[src/rtl/core/mqfb_pkg.sv]
`default_nettype none

package mqfb_pkg;

	// Bank geometry
	localparam int NUM_QUEUES  = 4;
	localparam int QUEUE_DEPTH = 16;
	localparam int ITEM_WIDTH  = 32;

	localparam int QIDX_W      = (NUM_QUEUES > 1) ? $clog2(NUM_QUEUES) : 1;
	localparam int PTR_W       = (QUEUE_DEPTH > 1) ? $clog2(QUEUE_DEPTH) : 1;
	localparam int FILL_W      = $clog2(QUEUE_DEPTH + 1);
	localparam int ENTRY_DEPTH = NUM_QUEUES * QUEUE_DEPTH;
	localparam int ENTRY_AW    = $clog2(ENTRY_DEPTH);

	// Fixed field widths of the channels and registers
	localparam int QSEL_W       = 3;
	localparam int VALUE_W      = 32;
	localparam int STATUS_W     = 2;
	localparam int TOTAL_W      = 7;
	localparam int CAP_W        = 5;
	localparam int NUM_CAP_REGS = 4;
	localparam int CFG_IDX_W    = 2;

	typedef logic [QIDX_W-1:0]     qid_t;
	typedef logic [QSEL_W-1:0]     qsel_t;
	typedef logic [PTR_W-1:0]      ptr_t;
	typedef logic [FILL_W-1:0]     fill_t;
	typedef logic [ENTRY_AW-1:0]   addr_t;
	typedef logic [ITEM_WIDTH-1:0] item_t;
	typedef logic [VALUE_W-1:0]    value_t;
	typedef logic [STATUS_W-1:0]   status_t;
	typedef logic [TOTAL_W-1:0]    total_t;
	typedef logic [CAP_W-1:0]      cap_t;
	typedef logic [CFG_IDX_W-1:0]  cfg_idx_t;

	localparam cap_t CAP_RESET = 5'd16;

	// Operation codes
	localparam logic MODE_PUSH = 1'b0;
	localparam logic MODE_POP  = 1'b1;

	// Result status codes
	localparam status_t ST_OK        = 2'd0;
	localparam status_t ST_BAD_INDEX = 2'd1;
	localparam status_t ST_FULL      = 2'd2;
	localparam status_t ST_EMPTY     = 2'd3;

	// Per-queue control word held in the control memory
	typedef struct packed {
		ptr_t  head;
		ptr_t  tail;
		fill_t fill;
	} ctl_word_t;

	typedef struct packed {
		logic      en;
		qid_t      addr;
		ctl_word_t data;
	} ctl_wr_t;

	typedef struct packed {
		logic  wr;
		logic  rd;
		addr_t addr;
		item_t wdata;
	} entry_req_t;

	// Pointer step with wrap at the queue's capacity
	function automatic ptr_t ptr_advance(ptr_t p, fill_t cap);
		fill_t nxt;
		nxt = fill_t'(p) + fill_t'(1);
		return (nxt >= cap) ? ptr_t'(0) : ptr_t'(nxt);
	endfunction

	// Register value clamped to 1..QUEUE_DEPTH
	function automatic fill_t clamp_cap(cap_t c);
		fill_t r;
		if (c == '0) begin
			r = fill_t'(1);
		end else if (int'(c) > QUEUE_DEPTH) begin
			r = fill_t'(QUEUE_DEPTH);
		end else begin
			r = fill_t'(c);
		end
		return r;
	endfunction

	// Storage slot of a queue entry
	function automatic addr_t slot_addr(qid_t q, ptr_t p);
		return addr_t'(q) * addr_t'(QUEUE_DEPTH) + addr_t'(p);
	endfunction

endpackage

`default_nettype wire

[src/rtl/core/mqfb_ifs.sv]
`default_nettype none

// Command channel: one push or pop per transfer
interface mqfb_cmd_if;
	logic                 valid;
	logic                 ready;
	logic                 mode;
	mqfb_pkg::qsel_t      queue_index;
	mqfb_pkg::value_t     item_value;

	modport source (output valid, output mode, output queue_index, output item_value,
		input ready);
	modport sink (input valid, input mode, input queue_index, input item_value,
		output ready);
endinterface

// Response channel: one result per command
interface mqfb_rsp_if;
	logic                 valid;
	logic                 ready;
	mqfb_pkg::status_t    status;
	mqfb_pkg::value_t     popped_value;
	mqfb_pkg::total_t     total_count;

	modport source (output valid, output status, output popped_value, output total_count,
		input ready);
	modport sink (input valid, input status, input popped_value, input total_count,
		output ready);
endinterface

`default_nettype wire

[src/rtl/core/mqfb_cfg.sv]
`default_nettype none

module mqfb_cfg (
	input  wire                     clk,
	input  wire                     arst_n,
	input  wire                     cfg_we,
	input  mqfb_pkg::cfg_idx_t      cfg_index,
	input  mqfb_pkg::cap_t          cfg_data,
	output mqfb_pkg::fill_t         eff_cap [mqfb_pkg::NUM_QUEUES]
);

	mqfb_pkg::cap_t cap_q [mqfb_pkg::NUM_CAP_REGS];

	// Capacity registers
	always_ff @(posedge clk or negedge arst_n) begin
		if (!arst_n) begin
			for (int i = 0; i < mqfb_pkg::NUM_CAP_REGS; i++) begin
				cap_q[i] <= mqfb_pkg::CAP_RESET;
			end
		end else if (cfg_we) begin
			cap_q[cfg_index] <= cfg_data;
		end
	end

	// Effective capacity; queues without a register use the full depth
	for (genvar g = 0; g < mqfb_pkg::NUM_QUEUES; g++) begin : g_cap
		if (g < mqfb_pkg::NUM_CAP_REGS) begin : g_reg
			assign eff_cap[g] = mqfb_pkg::clamp_cap(cap_q[g]);
		end else begin : g_full
			assign eff_cap[g] = mqfb_pkg::fill_t'(mqfb_pkg::QUEUE_DEPTH);
		end
	end

endmodule

`default_nettype wire

[src/rtl/core/mqfb_ctl_ram.sv]
`default_nettype none

module mqfb_ctl_ram (
	input  wire                     clk,
	input  wire                     arst_n,
	input  wire                     rd_en,
	input  mqfb_pkg::qid_t          rd_addr,
	input  mqfb_pkg::ctl_wr_t       wr,
	output mqfb_pkg::ctl_word_t     rd_data
);

	mqfb_pkg::ctl_word_t mem [mqfb_pkg::NUM_QUEUES];
	mqfb_pkg::ctl_word_t rd_word_q;
	logic [mqfb_pkg::NUM_QUEUES-1:0] vld_q;
	logic                            rd_vld_q;

	// Control words, synchronous read
	always_ff @(posedge clk) begin
		if (wr.en) begin
			mem[wr.addr] <= wr.data;
		end
		if (rd_en) begin
			rd_word_q <= mem[rd_addr];
		end
	end

	// Written flags: an unwritten word reads as all zero
	always_ff @(posedge clk or negedge arst_n) begin
		if (!arst_n) begin
			vld_q    <= '0;
			rd_vld_q <= 1'b0;
		end else begin
			if (wr.en) begin
				vld_q[wr.addr] <= 1'b1;
			end
			if (rd_en) begin
				rd_vld_q <= vld_q[rd_addr];
			end
		end
	end

	assign rd_data = rd_vld_q ? rd_word_q : '0;

endmodule

`default_nettype wire

[src/rtl/core/mqfb_entry_ram.sv]
`default_nettype none

module mqfb_entry_ram (
	input  wire                     clk,
	input  mqfb_pkg::entry_req_t    req,
	output mqfb_pkg::item_t         rd_data
);

	mqfb_pkg::item_t mem [mqfb_pkg::ENTRY_DEPTH];
	mqfb_pkg::item_t rd_q;

	// Single port: push writes, pop reads
	always_ff @(posedge clk) begin
		if (req.wr) begin
			mem[req.addr] <= req.wdata;
		end
		if (req.rd) begin
			rd_q <= mem[req.addr];
		end
	end

	assign rd_data = rd_q;

endmodule

`default_nettype wire

[src/rtl/core/multi_queue_fifo_bank.sv]
// Bank of independent circular FIFOs sharing one entry memory.
// cmd channel: valid/ready; each transfer is a push (mode 0) of item_value
//   or a pop (mode 1) on queue queue_index.
// rsp channel: valid/ready; one result per command with status (ok, bad
//   index, full, empty), popped_value (zero unless a pop succeeded) and
//   total_count, the entries held across all queues after the command.
// Config port: cfg_we writes cfg_data into capacity register cfg_index
//   (queues 0..3); write only while the bank is idle. Zero acts as one.
// Flow: an accepted command passes stage 1 (control word read), stage 2
//   (entry access) and the output register. No new command is taken until
//   the read-modify-write of the queue control word (read, then update) ends.
// Reset: all queues empty, pointers zero, capacities 16. No clearing pass.
// Stall: while rsp is stalled one more command is accepted and held after
//   its memory access; ready then stays low until the result is taken.
`default_nettype none

module multi_queue_fifo_bank (
	input  wire                     clk,
	input  wire                     arst_n,
	mqfb_cmd_if.sink                cmd,
	mqfb_rsp_if.source              rsp,
	input  wire                     cfg_we,
	input  mqfb_pkg::cfg_idx_t      cfg_index,
	input  mqfb_pkg::cap_t          cfg_data
);

	mqfb_pkg::fill_t     eff_cap [mqfb_pkg::NUM_QUEUES];
	mqfb_pkg::ctl_word_t ctl_rd;
	mqfb_pkg::ctl_word_t ctl_nxt;
	mqfb_pkg::ctl_wr_t   ctl_wr;
	mqfb_pkg::entry_req_t ent_req;
	mqfb_pkg::item_t     ent_rd;

	logic                cmd_take;
	logic                s2_move;

	// Stage 1: control word read in flight
	logic                valid_s1;
	logic                mode_s1;
	mqfb_pkg::qsel_t     qsel_s1;
	mqfb_pkg::value_t    value_s1;

	// Stage 2: entry read in flight
	logic                valid_s2;
	mqfb_pkg::status_t   status_s2;
	logic                pop_ok_s2;
	mqfb_pkg::total_t    total_s2;

	// Output register
	logic                rsp_valid_q;
	mqfb_pkg::status_t   rsp_status_q;
	mqfb_pkg::value_t    rsp_popped_q;
	mqfb_pkg::total_t    rsp_total_q;

	mqfb_pkg::total_t    total_q;
	mqfb_pkg::total_t    total_nxt;

	mqfb_pkg::qid_t      q_s1;
	mqfb_pkg::fill_t     cap_s1;
	logic                bad_s1;
	logic                push_ok;
	logic                pop_ok;
	mqfb_pkg::status_t   status_nxt;

	mqfb_cfg u_cfg (
		.clk       (clk),
		.arst_n    (arst_n),
		.cfg_we    (cfg_we),
		.cfg_index (cfg_index),
		.cfg_data  (cfg_data),
		.eff_cap   (eff_cap)
	);

	mqfb_ctl_ram u_ctl_ram (
		.clk     (clk),
		.arst_n  (arst_n),
		.rd_en   (cmd_take),
		.rd_addr (cmd.queue_index[mqfb_pkg::QIDX_W-1:0]),
		.wr      (ctl_wr),
		.rd_data (ctl_rd)
	);

	mqfb_entry_ram u_entry_ram (
		.clk     (clk),
		.req     (ent_req),
		.rd_data (ent_rd)
	);

	// Handshake: one command in flight ahead of the result slot
	assign s2_move   = valid_s2 && (!rsp_valid_q || rsp.ready);
	assign cmd.ready = !valid_s1 && (!valid_s2 || s2_move);
	assign cmd_take  = cmd.valid && cmd.ready;

	// Stage 1 decision on the fetched control word
	assign q_s1   = qsel_s1[mqfb_pkg::QIDX_W-1:0];
	assign bad_s1 = int'(qsel_s1) >= mqfb_pkg::NUM_QUEUES;
	assign cap_s1 = eff_cap[q_s1];

	always_comb begin
		ctl_nxt    = ctl_rd;
		status_nxt = mqfb_pkg::ST_OK;
		push_ok    = 1'b0;
		pop_ok     = 1'b0;
		if (bad_s1) begin
			status_nxt = mqfb_pkg::ST_BAD_INDEX;
		end else if (mode_s1 == mqfb_pkg::MODE_PUSH) begin
			if (ctl_rd.fill >= cap_s1) begin
				status_nxt = mqfb_pkg::ST_FULL;
			end else begin
				push_ok      = 1'b1;
				ctl_nxt.tail = mqfb_pkg::ptr_advance(ctl_rd.tail, cap_s1);
				ctl_nxt.fill = ctl_rd.fill + mqfb_pkg::fill_t'(1);
			end
		end else begin
			if (ctl_rd.fill == '0) begin
				status_nxt = mqfb_pkg::ST_EMPTY;
			end else begin
				pop_ok       = 1'b1;
				ctl_nxt.head = mqfb_pkg::ptr_advance(ctl_rd.head, cap_s1);
				ctl_nxt.fill = ctl_rd.fill - mqfb_pkg::fill_t'(1);
			end
		end
	end

	always_comb begin
		total_nxt = total_q;
		if (push_ok) begin
			total_nxt = total_q + mqfb_pkg::total_t'(1);
		end else if (pop_ok) begin
			total_nxt = total_q - mqfb_pkg::total_t'(1);
		end
	end

	// Write-back of the control word and the entry access
	assign ctl_wr.en   = valid_s1 && (push_ok || pop_ok);
	assign ctl_wr.addr = q_s1;
	assign ctl_wr.data = ctl_nxt;

	assign ent_req.wr    = valid_s1 && push_ok;
	assign ent_req.rd    = valid_s1 && pop_ok;
	assign ent_req.addr  = mqfb_pkg::slot_addr(q_s1, push_ok ? ctl_rd.tail : ctl_rd.head);
	assign ent_req.wdata = mqfb_pkg::item_t'(value_s1);

	// Pipeline control
	always_ff @(posedge clk or negedge arst_n) begin
		if (!arst_n) begin
			valid_s1    <= 1'b0;
			valid_s2    <= 1'b0;
			rsp_valid_q <= 1'b0;
			total_q     <= '0;
		end else begin
			valid_s1 <= cmd_take;
			if (valid_s1) begin
				valid_s2 <= 1'b1;
				total_q  <= total_nxt;
			end else if (s2_move) begin
				valid_s2 <= 1'b0;
			end
			if (s2_move) begin
				rsp_valid_q <= 1'b1;
			end else if (rsp.ready) begin
				rsp_valid_q <= 1'b0;
			end
		end
	end

	// Pipeline payload
	always_ff @(posedge clk) begin
		if (cmd_take) begin
			mode_s1  <= cmd.mode;
			qsel_s1  <= cmd.queue_index;
			value_s1 <= cmd.item_value;
		end
		if (valid_s1) begin
			status_s2 <= status_nxt;
			pop_ok_s2 <= pop_ok;
			total_s2  <= total_nxt;
		end
		if (s2_move) begin
			rsp_status_q <= status_s2;
			rsp_popped_q <= pop_ok_s2 ? mqfb_pkg::value_t'(ent_rd) : '0;
			rsp_total_q  <= total_s2;
		end
	end

	assign rsp.valid        = rsp_valid_q;
	assign rsp.status       = rsp_status_q;
	assign rsp.popped_value = rsp_popped_q;
	assign rsp.total_count  = rsp_total_q;

	// Only one command between acceptance and the result slot
	a_single_in_flight: assert property (@(posedge clk) disable iff (!arst_n)
		!(valid_s1 && valid_s2))
		else $error("two commands in flight");

	// Total never exceeds the bank size
	a_total_bound: assert property (@(posedge clk) disable iff (!arst_n)
		int'(total_q) <= mqfb_pkg::ENTRY_DEPTH)
		else $error("total count above bank size");

	// A successful push raises the total by one
	a_push_count: assert property (@(posedge clk) disable iff (!arst_n)
		valid_s1 && push_ok |=> total_q == mqfb_pkg::total_t'($past(total_q) + 1'b1))
		else $error("push did not bump total");

	// Failed commands return no data
	a_no_data_on_error: assert property (@(posedge clk) disable iff (!arst_n)
		rsp_valid_q && rsp_status_q != mqfb_pkg::ST_OK |-> rsp_popped_q == '0)
		else $error("data on a failed command");

endmodule

`default_nettype wire
[src/flat_wrapper.sv]
// flat-port wrapper written by rule: the top's interface ports become plain ports
module multi_queue_fifo_bank_flat 
  (clk, arst_n, cfg_we, cfg_index, cfg_data, cmd_valid, cmd_mode, cmd_queue_index, cmd_item_value, cmd_ready, rsp_valid, rsp_status, rsp_popped_value, rsp_total_count, rsp_ready);
  mqfb_cmd_if cmd_i ();
  mqfb_rsp_if rsp_i ();
  input  wire clk;
  input  wire arst_n;
  input  wire cfg_we;
  input  mqfb_pkg::cfg_idx_t cfg_index;
  input  mqfb_pkg::cap_t cfg_data;
  input wire logic [$bits(cmd_i.valid)-1:0] cmd_valid;
  input wire logic [$bits(cmd_i.mode)-1:0] cmd_mode;
  input wire logic [$bits(cmd_i.queue_index)-1:0] cmd_queue_index;
  input wire logic [$bits(cmd_i.item_value)-1:0] cmd_item_value;
  output wire logic [$bits(cmd_i.ready)-1:0] cmd_ready;
  output wire logic [$bits(rsp_i.valid)-1:0] rsp_valid;
  output wire logic [$bits(rsp_i.status)-1:0] rsp_status;
  output wire logic [$bits(rsp_i.popped_value)-1:0] rsp_popped_value;
  output wire logic [$bits(rsp_i.total_count)-1:0] rsp_total_count;
  input wire logic [$bits(rsp_i.ready)-1:0] rsp_ready;
  assign cmd_i.valid = cmd_valid;
  assign cmd_i.mode = cmd_mode;
  assign cmd_i.queue_index = cmd_queue_index;
  assign cmd_i.item_value = cmd_item_value;
  assign cmd_ready = cmd_i.ready;
  assign rsp_valid = rsp_i.valid;
  assign rsp_status = rsp_i.status;
  assign rsp_popped_value = rsp_i.popped_value;
  assign rsp_total_count = rsp_i.total_count;
  assign rsp_i.ready = rsp_ready;
  multi_queue_fifo_bank u_core (.clk(clk), .arst_n(arst_n), .cmd(cmd_i), .rsp(rsp_i), .cfg_we(cfg_we), .cfg_index(cfg_index), .cfg_data(cfg_data));
endmodule
[config.mk]
export PLATFORM = sky130hd
export DESIGN_NAME = multi_queue_fifo_bank_flat
export DESIGN_NICKNAME = d
export VERILOG_FILES = /design/src/rtl/core/mqfb_pkg.sv /design/src/rtl/core/mqfb_ifs.sv /design/src/rtl/core/mqfb_cfg.sv /design/src/rtl/core/mqfb_ctl_ram.sv /design/src/rtl/core/mqfb_entry_ram.sv /design/src/rtl/core/multi_queue_fifo_bank.sv /design/src/flat_wrapper.sv
export SDC_FILE = /design/constraint.sdc
export NUM_CORES = 2
export LEC_CHECK = 0
export ABC_CLOCK_PERIOD_IN_PS = 11600
export BUFFER_PORTS_ARGS = -buffer_cell sky130_fd_sc_hd__buf_4
export CAP_MARGIN = 10
export CORE_AREA = 2 2 503 505
export DETAILED_ROUTE_END_ITERATION = 10
export DIE_AREA = 0 0 505 507
export GPL_ROUTABILITY_DRIVEN = 0
export SYNTH_ARGS = -nofsm -noshare
export SYNTH_HDL_FRONTEND = slang
export SYNTH_HIERARCHICAL = 1
export SYNTH_SLANG_ARGS = --single-unit
export TNS_END_PERCENT = 1
[constraint.sdc]
create_clock -name clk -period 11.6 [get_ports clk]
set_input_delay 2.32 -clock clk [delete_from_list [all_inputs] [get_ports clk]]
set_output_delay 2.32 -clock clk [all_outputs]
set_load 0.03 [all_outputs]
### Yosys cells after proc, flatten, opt, wreduce, memory -nomap -nowiden

Memory sizes are Yosys's and may differ from the RTL's. A register that Yosys moved wholly into a read port is not among the register bits.
Cells that the tools add are included.

* reduce and logical (&&, ||, !) cells: 21
* add/sub/neg operators: 7
* order comparisons: 14
* mux-type cells: 48
* bitwise operators: 3

Operators by type and width (number)
* 5-bit two-way mux: 13
* 13-bit two-way mux: 2
* 5-bit zero test: 5
* 4-bit two-way mux: 6
* 20-bit bitwise mux: 1
* 5-bit > comparator (second input constant): 4
* 1-bit two-way mux: 16
* 5-bit >= comparator: 3
* 7-bit two-way mux: 2
* 4-bit by 1-bit adder with 5-bit output (second input constant): 2
* 5-bit binary-select mux with 2-bit select: 1
* 5-bit demux with 2-bit select: 1
* 3-bit >= comparator (second input constant): 3
* 9-bit two-way mux: 1
* 1-bit logical AND: 8
* 7-bit by 1-bit adder with 7-bit output (second input constant): 1
* 7-bit by 1-bit subtractor with 7-bit output (second input constant): 1
* 6-bit by 4-bit adder with 6-bit output: 1
* 2-bit by 3-bit < comparator with 1-bit output (second input constant): 2
* 2-bit two-way mux: 3
* 2-bit NOT with 3-bit output: 2
* 5-bit by 1-bit adder with 5-bit output (second input constant): 1
* 5-bit by 1-bit subtractor with 5-bit output (second input constant): 1
* 4-bit bitwise OR: 1
* other kinds (7): 12

* flip-flop bits (word level): 122
* RAM bits: 2100
* output and inout port bits: 43
* memories kept: 2

Memory list
* u_core.u_entry_ram.mem: depth 64, width 32, read ports 1, clocked after memory_dff 1, write ports 1, line mqfb_entry_ram.sv:9 `mqfb_pkg::item_t mem [mqfb_pkg::ENTRY_DEPTH];`
* u_core.u_ctl_ram.mem: depth 4, width 13, read ports 1, clocked after memory_dff 1, write ports 1, line mqfb_ctl_ram.sv:12 `mqfb_pkg::ctl_word_t mem [mqfb_pkg::NUM_QUEUES];`

### Longest topological paths before layout

* depth after elaboration: 14
* mapped depth: 23

### By module

The synthesis kept the hierarchy.

By module, submodules not included
* mqfb_entry_ram: sequential area each 62459.9 um2, cells an instance 4239, area each 79248.5 um2, times used 1
* multi_queue_fifo_bank: sequential area each 2862.7 um2, cells an instance 337, area each 4609.4 um2, times used 1
* mqfb_ctl_ram: sequential area each 2077.0 um2, cells an instance 115, area each 2603.7 um2, times used 1
* mqfb_cfg: sequential area each 505.5 um2, cells an instance 72, area each 919.6 um2, times used 1

### Least setup slack after synthesis

Ideal clock, no wire load.

* kind: reg2reg
* from: register u_core.qsel_s1[0]
* to: memory u_core/u_entry_ram/mem[11][0] (netlist name) (enable)
* setup slack: 5.456 ns
* required time: 11.179 ns
* buffers on the path: 8
* arrival: 5.723 ns
* library setup time: 0.421 ns
* clock period less this slack: 6.144 ns
* stages on the path, launching flop included: 19
* cells stage by stage: edfxtp_1 -> clkbuf_1 -> mux4_1 -> inv_1 -> ha_1 -> a21o_1 -> or3_1 -> buf_6 -> a21oi_2 -> mux2_2 -> buf_2 -> buf_2 -> buf_2 -> buf_2 -> buf_2 -> buf_2 -> nor2b_1 -> nand2_1 -> nor2_1

RTL lines
* start: declaration: line multi_queue_fifo_bank.sv:40 `mqfb_pkg::qsel_t qsel_s1;`
* start signal: assignment: line multi_queue_fifo_bank.sv:171 `qsel_s1 <= cmd.queue_index;`
* end: declaration: line mqfb_entry_ram.sv:9

==> impl_results.md <==
- Status: finished, final reports clean
- Total Power: approximately 0.021 W
- WL final: 237.9 mm
- F_max: approximately 130 MHz
- Synth warnings: 6
- CTS root buffer: clkbuf_16
- WL/cell: between 20 and 30 microns
- Clk slew on worst S/H paths: ~60 ps
- Syn Area/Cell: 18.35 sq um
- Seq/Total Area, Yosys: roughly 78%
- Initial Utilization: between 30% and 40%
- Most frequent cell on the critical path: buf_4
- Unrepaired setup endpoints after global routing: no
- Hold-fix buffers, CTS: 0
- Cell Chain, Critical Path: mux4_1, inv_1, ha_1, a21o_1, or3_1, a21oi_2, mux2_8, buf_4, buf_4, nor2_4, buf_12, a221oi_1, o21ai_0, a22oi_1, nand3_1
- Synth top area share: roughly three quarters
- First-pass GRT wire length: approximately 340 mm
- Crit path DAT: about 8000 ps
- CP max stage delay: approximately 700 ps
- DRT Pass-1 Iters: 7
- Post-cts gate resize count: 0
- Mux contribution to synthesized area: between 8 and 9%
- Vias: 47650
- I/O pins: 91
- DRT iter0 DRCs: about 6300
- Initial antenna violation count: 9
- Post-synth top flop: edfxtp_1
- Clock Tree Buf Depth: 3
- Floorplan row count: 184
- CP endpoint: u_core/u_entry_ram/rd_data[24]
- Adder-cell share of the synthesized area: less than 1%
- Core area: about 250000 sq um
- Hold Path Class: register to register
- Largest net degree at the start of global routing: about 100
- Yosys cell types: 82
- Worst Setup SP: u_core/qsel_s1[0]
- FF-to-FF path depth: 15
- Placed cell areas: ~93000 sq um
- Multi-input logic area: about 19000 sq um
- Vias in the first global route: 46100
- Maxcap violations: 0
- Slowest CP cell: buf_4
- Mapped Area: 87380 sq um
- Most frequent cells in the layout: edfxtp_1, mux2i_1, buf_4, clkbuf_16, a22oi_1
- Yosys top cell by area: edfxtp_1
- DIE WIDTH: around 510 microns
- CP Max Fanout: 100
- Final Setup Violations: 0
- CP Launch Type: register
- Crit path required time: between 10000 and 15000 ps
- Final Cycle Share: 64.24%
- WS Path Type: register to register
- Syn_nets: a little under 5000
- Peak VDD IR: 0.1607 mV
- Vias per inst: approximately 5.6
- Final hold violations: 0
- CP endpoint kind: register
- CP top delay family: compound AO/OA/AOI/OAI gates
- Layout Skew: around 48 ps
- GR Overflow Total: 0
- Synth Area in XOR/XNOR: less than 1%
- Synth area leaders: edfxtp_1, mux2i_1, mux4_2, mux2_2, a221oi_1
- Post-synthesis cell count: 4763
- Post-layout min period: roughly 7500 ps
- CTS tree: built
- Reg area: a little under 70000 sq um
- EDFF count, synth: between 2000 and 2500
- Die footprint: 256000 sq um
- Final net count: about 5000
- Seq cells post-synth: ~2300
- Pwr Density: 207.9 nW/um^2
- Clock Latency Late Sink: 860 ps
- P_leak: 31.27 nW
- Design area: ~100000 sq um
- Area Growth Syn to Fin: 14.10%
- Htree depth: 4
- Final setup TNS: 0 ps
- Crit path depth: 15
- Clock sinks: roughly 2300
- Die Y: between 500 and 600 microns
- R2R Setup Slk: about 4100 ps
- Simple-gate share of the synthesized area: roughly 3.5%
- Residual DRC: 0
- Buf/Inv on CP: 4
- Share of cells above drive strength 1: 18.47%
- Leading cell type in the layout, fill and taps excluded: edfxtp_1
- Max Transition Viols Final: 0
- # fillers: 22520
- Rel. slew slack: 15.80%
- Port-buffer cells: 90
- Ys async rst share: 1.544%
- Setup bufs post-CTS: 0
- TritonCTS Buffers: roughly 220
- Routed Antenna Nets: 0
- Post-synthesis compound-gate area fraction: 8.355%
- Post-DP HPWL: ~130 mm
- Worst reg2reg path startpoint: u_core/qsel_s1[0]
- Total track usage: between 15 and 20%
- R2R Path End: u_core/u_entry_ram/rd_data[24]
- Main combinational cell family by area after synthesis: compound AO/OA/AOI/OAI gates
- Least-Margin Pin Slew: about 1300 ps
-- layer usage --
metal	GRT usage [%]	wire length (microns)
met1	25.38	99120
met5	0	50
met4	5.859	7657
met3	2.708	18900
met2	28.94	112200
-- Yosys cell counts (24+ instances only) --
library cell	n
nor3_1	25
a31oi_1	46
edfxtp_1	2232
buf_2	86
mux2i_1	265
and2_1	57
nand3_1	61
mux4_2	105
clkbuf_1	180
o22ai_1	95
a221oi_1	175
mux2_2	172
o22a_1	70
a22oi_1	191
nand2_1	48
dfrtp_1	31
nand2b_1	24
buf_1	33
nor2_1	156
and3_1	89
a22o_1	67
a21oi_1	135
o21ai_0	96
-- how the worst min path moves through the flow --
stage,depth (start not counted),to,start,slack (ps)
after floorplan,0,u_core/rsp.status[0],u_core/status_s2[0],400
after global placement,0,u_core/rsp.total_count[0],u_core/total_s2[0],400
after detailed placement,0,u_core/rsp.total_count[0],u_core/total_s2[0],410
after CTS,0,u_core/rsp.total_count[0],u_core/total_s2[0],420
after global routing,0,u_core/rsp.total_count[6],u_core/total_s2[6],430
final,0,u_core/rsp.total_count[4],u_core/total_s2[4],420
-- final cells by class --
| class | count | area share (%) |
|---|---|---|
| clock inverters | 136 | 1.275 |
| diodes | 7 | 0.01757 |
| multi-input cells | 2150 | 18.64 |
| repair buffers | 248 | 1.955 |
| clock buffers | 268 | 5.702 |
| inverters | 25 | 0.1017 |
| flip-flops and latches | 2267 | 68.11 |
| well taps | 3348 | 4.202 |
-- power by group --
part | switching [W] | total, W | internal, W
sequential | 0.0000718 | 0.00931 | 0.00923
clock | 0.00306 | 0.00693 | 0.00387
combinational | 0.00296 | 0.00449 | 0.00153
total | 0.00609 | 0.0207 | 0.0146
-- registers in the layout, summed over array words and instances (netlist names), 13 cells and up --
name and cells:
u_core/u_cfg/cap_q 20, u_core/u_entry_ram/mem 2048, u_core/rsp.popped_value 32, u_core/u_ctl_ram/rd_word_q 13
u_core/u_entry_ram/rd_data 32, u_core/u_ctl_ram/mem 52, u_core/value_s1 32
-- stage by stage --
stage / std cells / setup slack, ps / util [%] / hold WS [ps]
floorplan: 4763 / 5456 / - / 400.3
global placement: 8031 / 3095 / 36.97 / 403.7
detailed placement: 8036 / 4099 / 37.00 / 405.7
CTS: 8440 / 4104 / 39.78 / 418.9
global route: 8443 / 3829 / 39.80 / 426.5
finish: 8449 / 4149 / 39.80 / 418.8
-- worst register-to-register path, cell delays in order, from the launching register on --
cell      delay, ps
edfxtp_1        570
mux4_1          610
inv_1           150
ha_1            260
a21o_1          200
or3_1           450
a21oi_2         520
mux2_8          660
buf_4           560
buf_4           700
nor2_4          360
buf_12          360
a221oi_1        660
o21ai_0         250
a22oi_1         670
nand3_1         160
-- cell families after synthesis --
| group | after synthesis |
|---|---|
| and+or+nand+nor | 565 |
| muxes | 550 |
| AOI/OAI and AO/OA | 998 |
| DFF | 2267 |
| buffers and inverters | 346 |
| xor gates and xnor gates | 16 |
| adders and majority gates | 21 |
No activity file was read; power rests on OpenSTA's default activity.
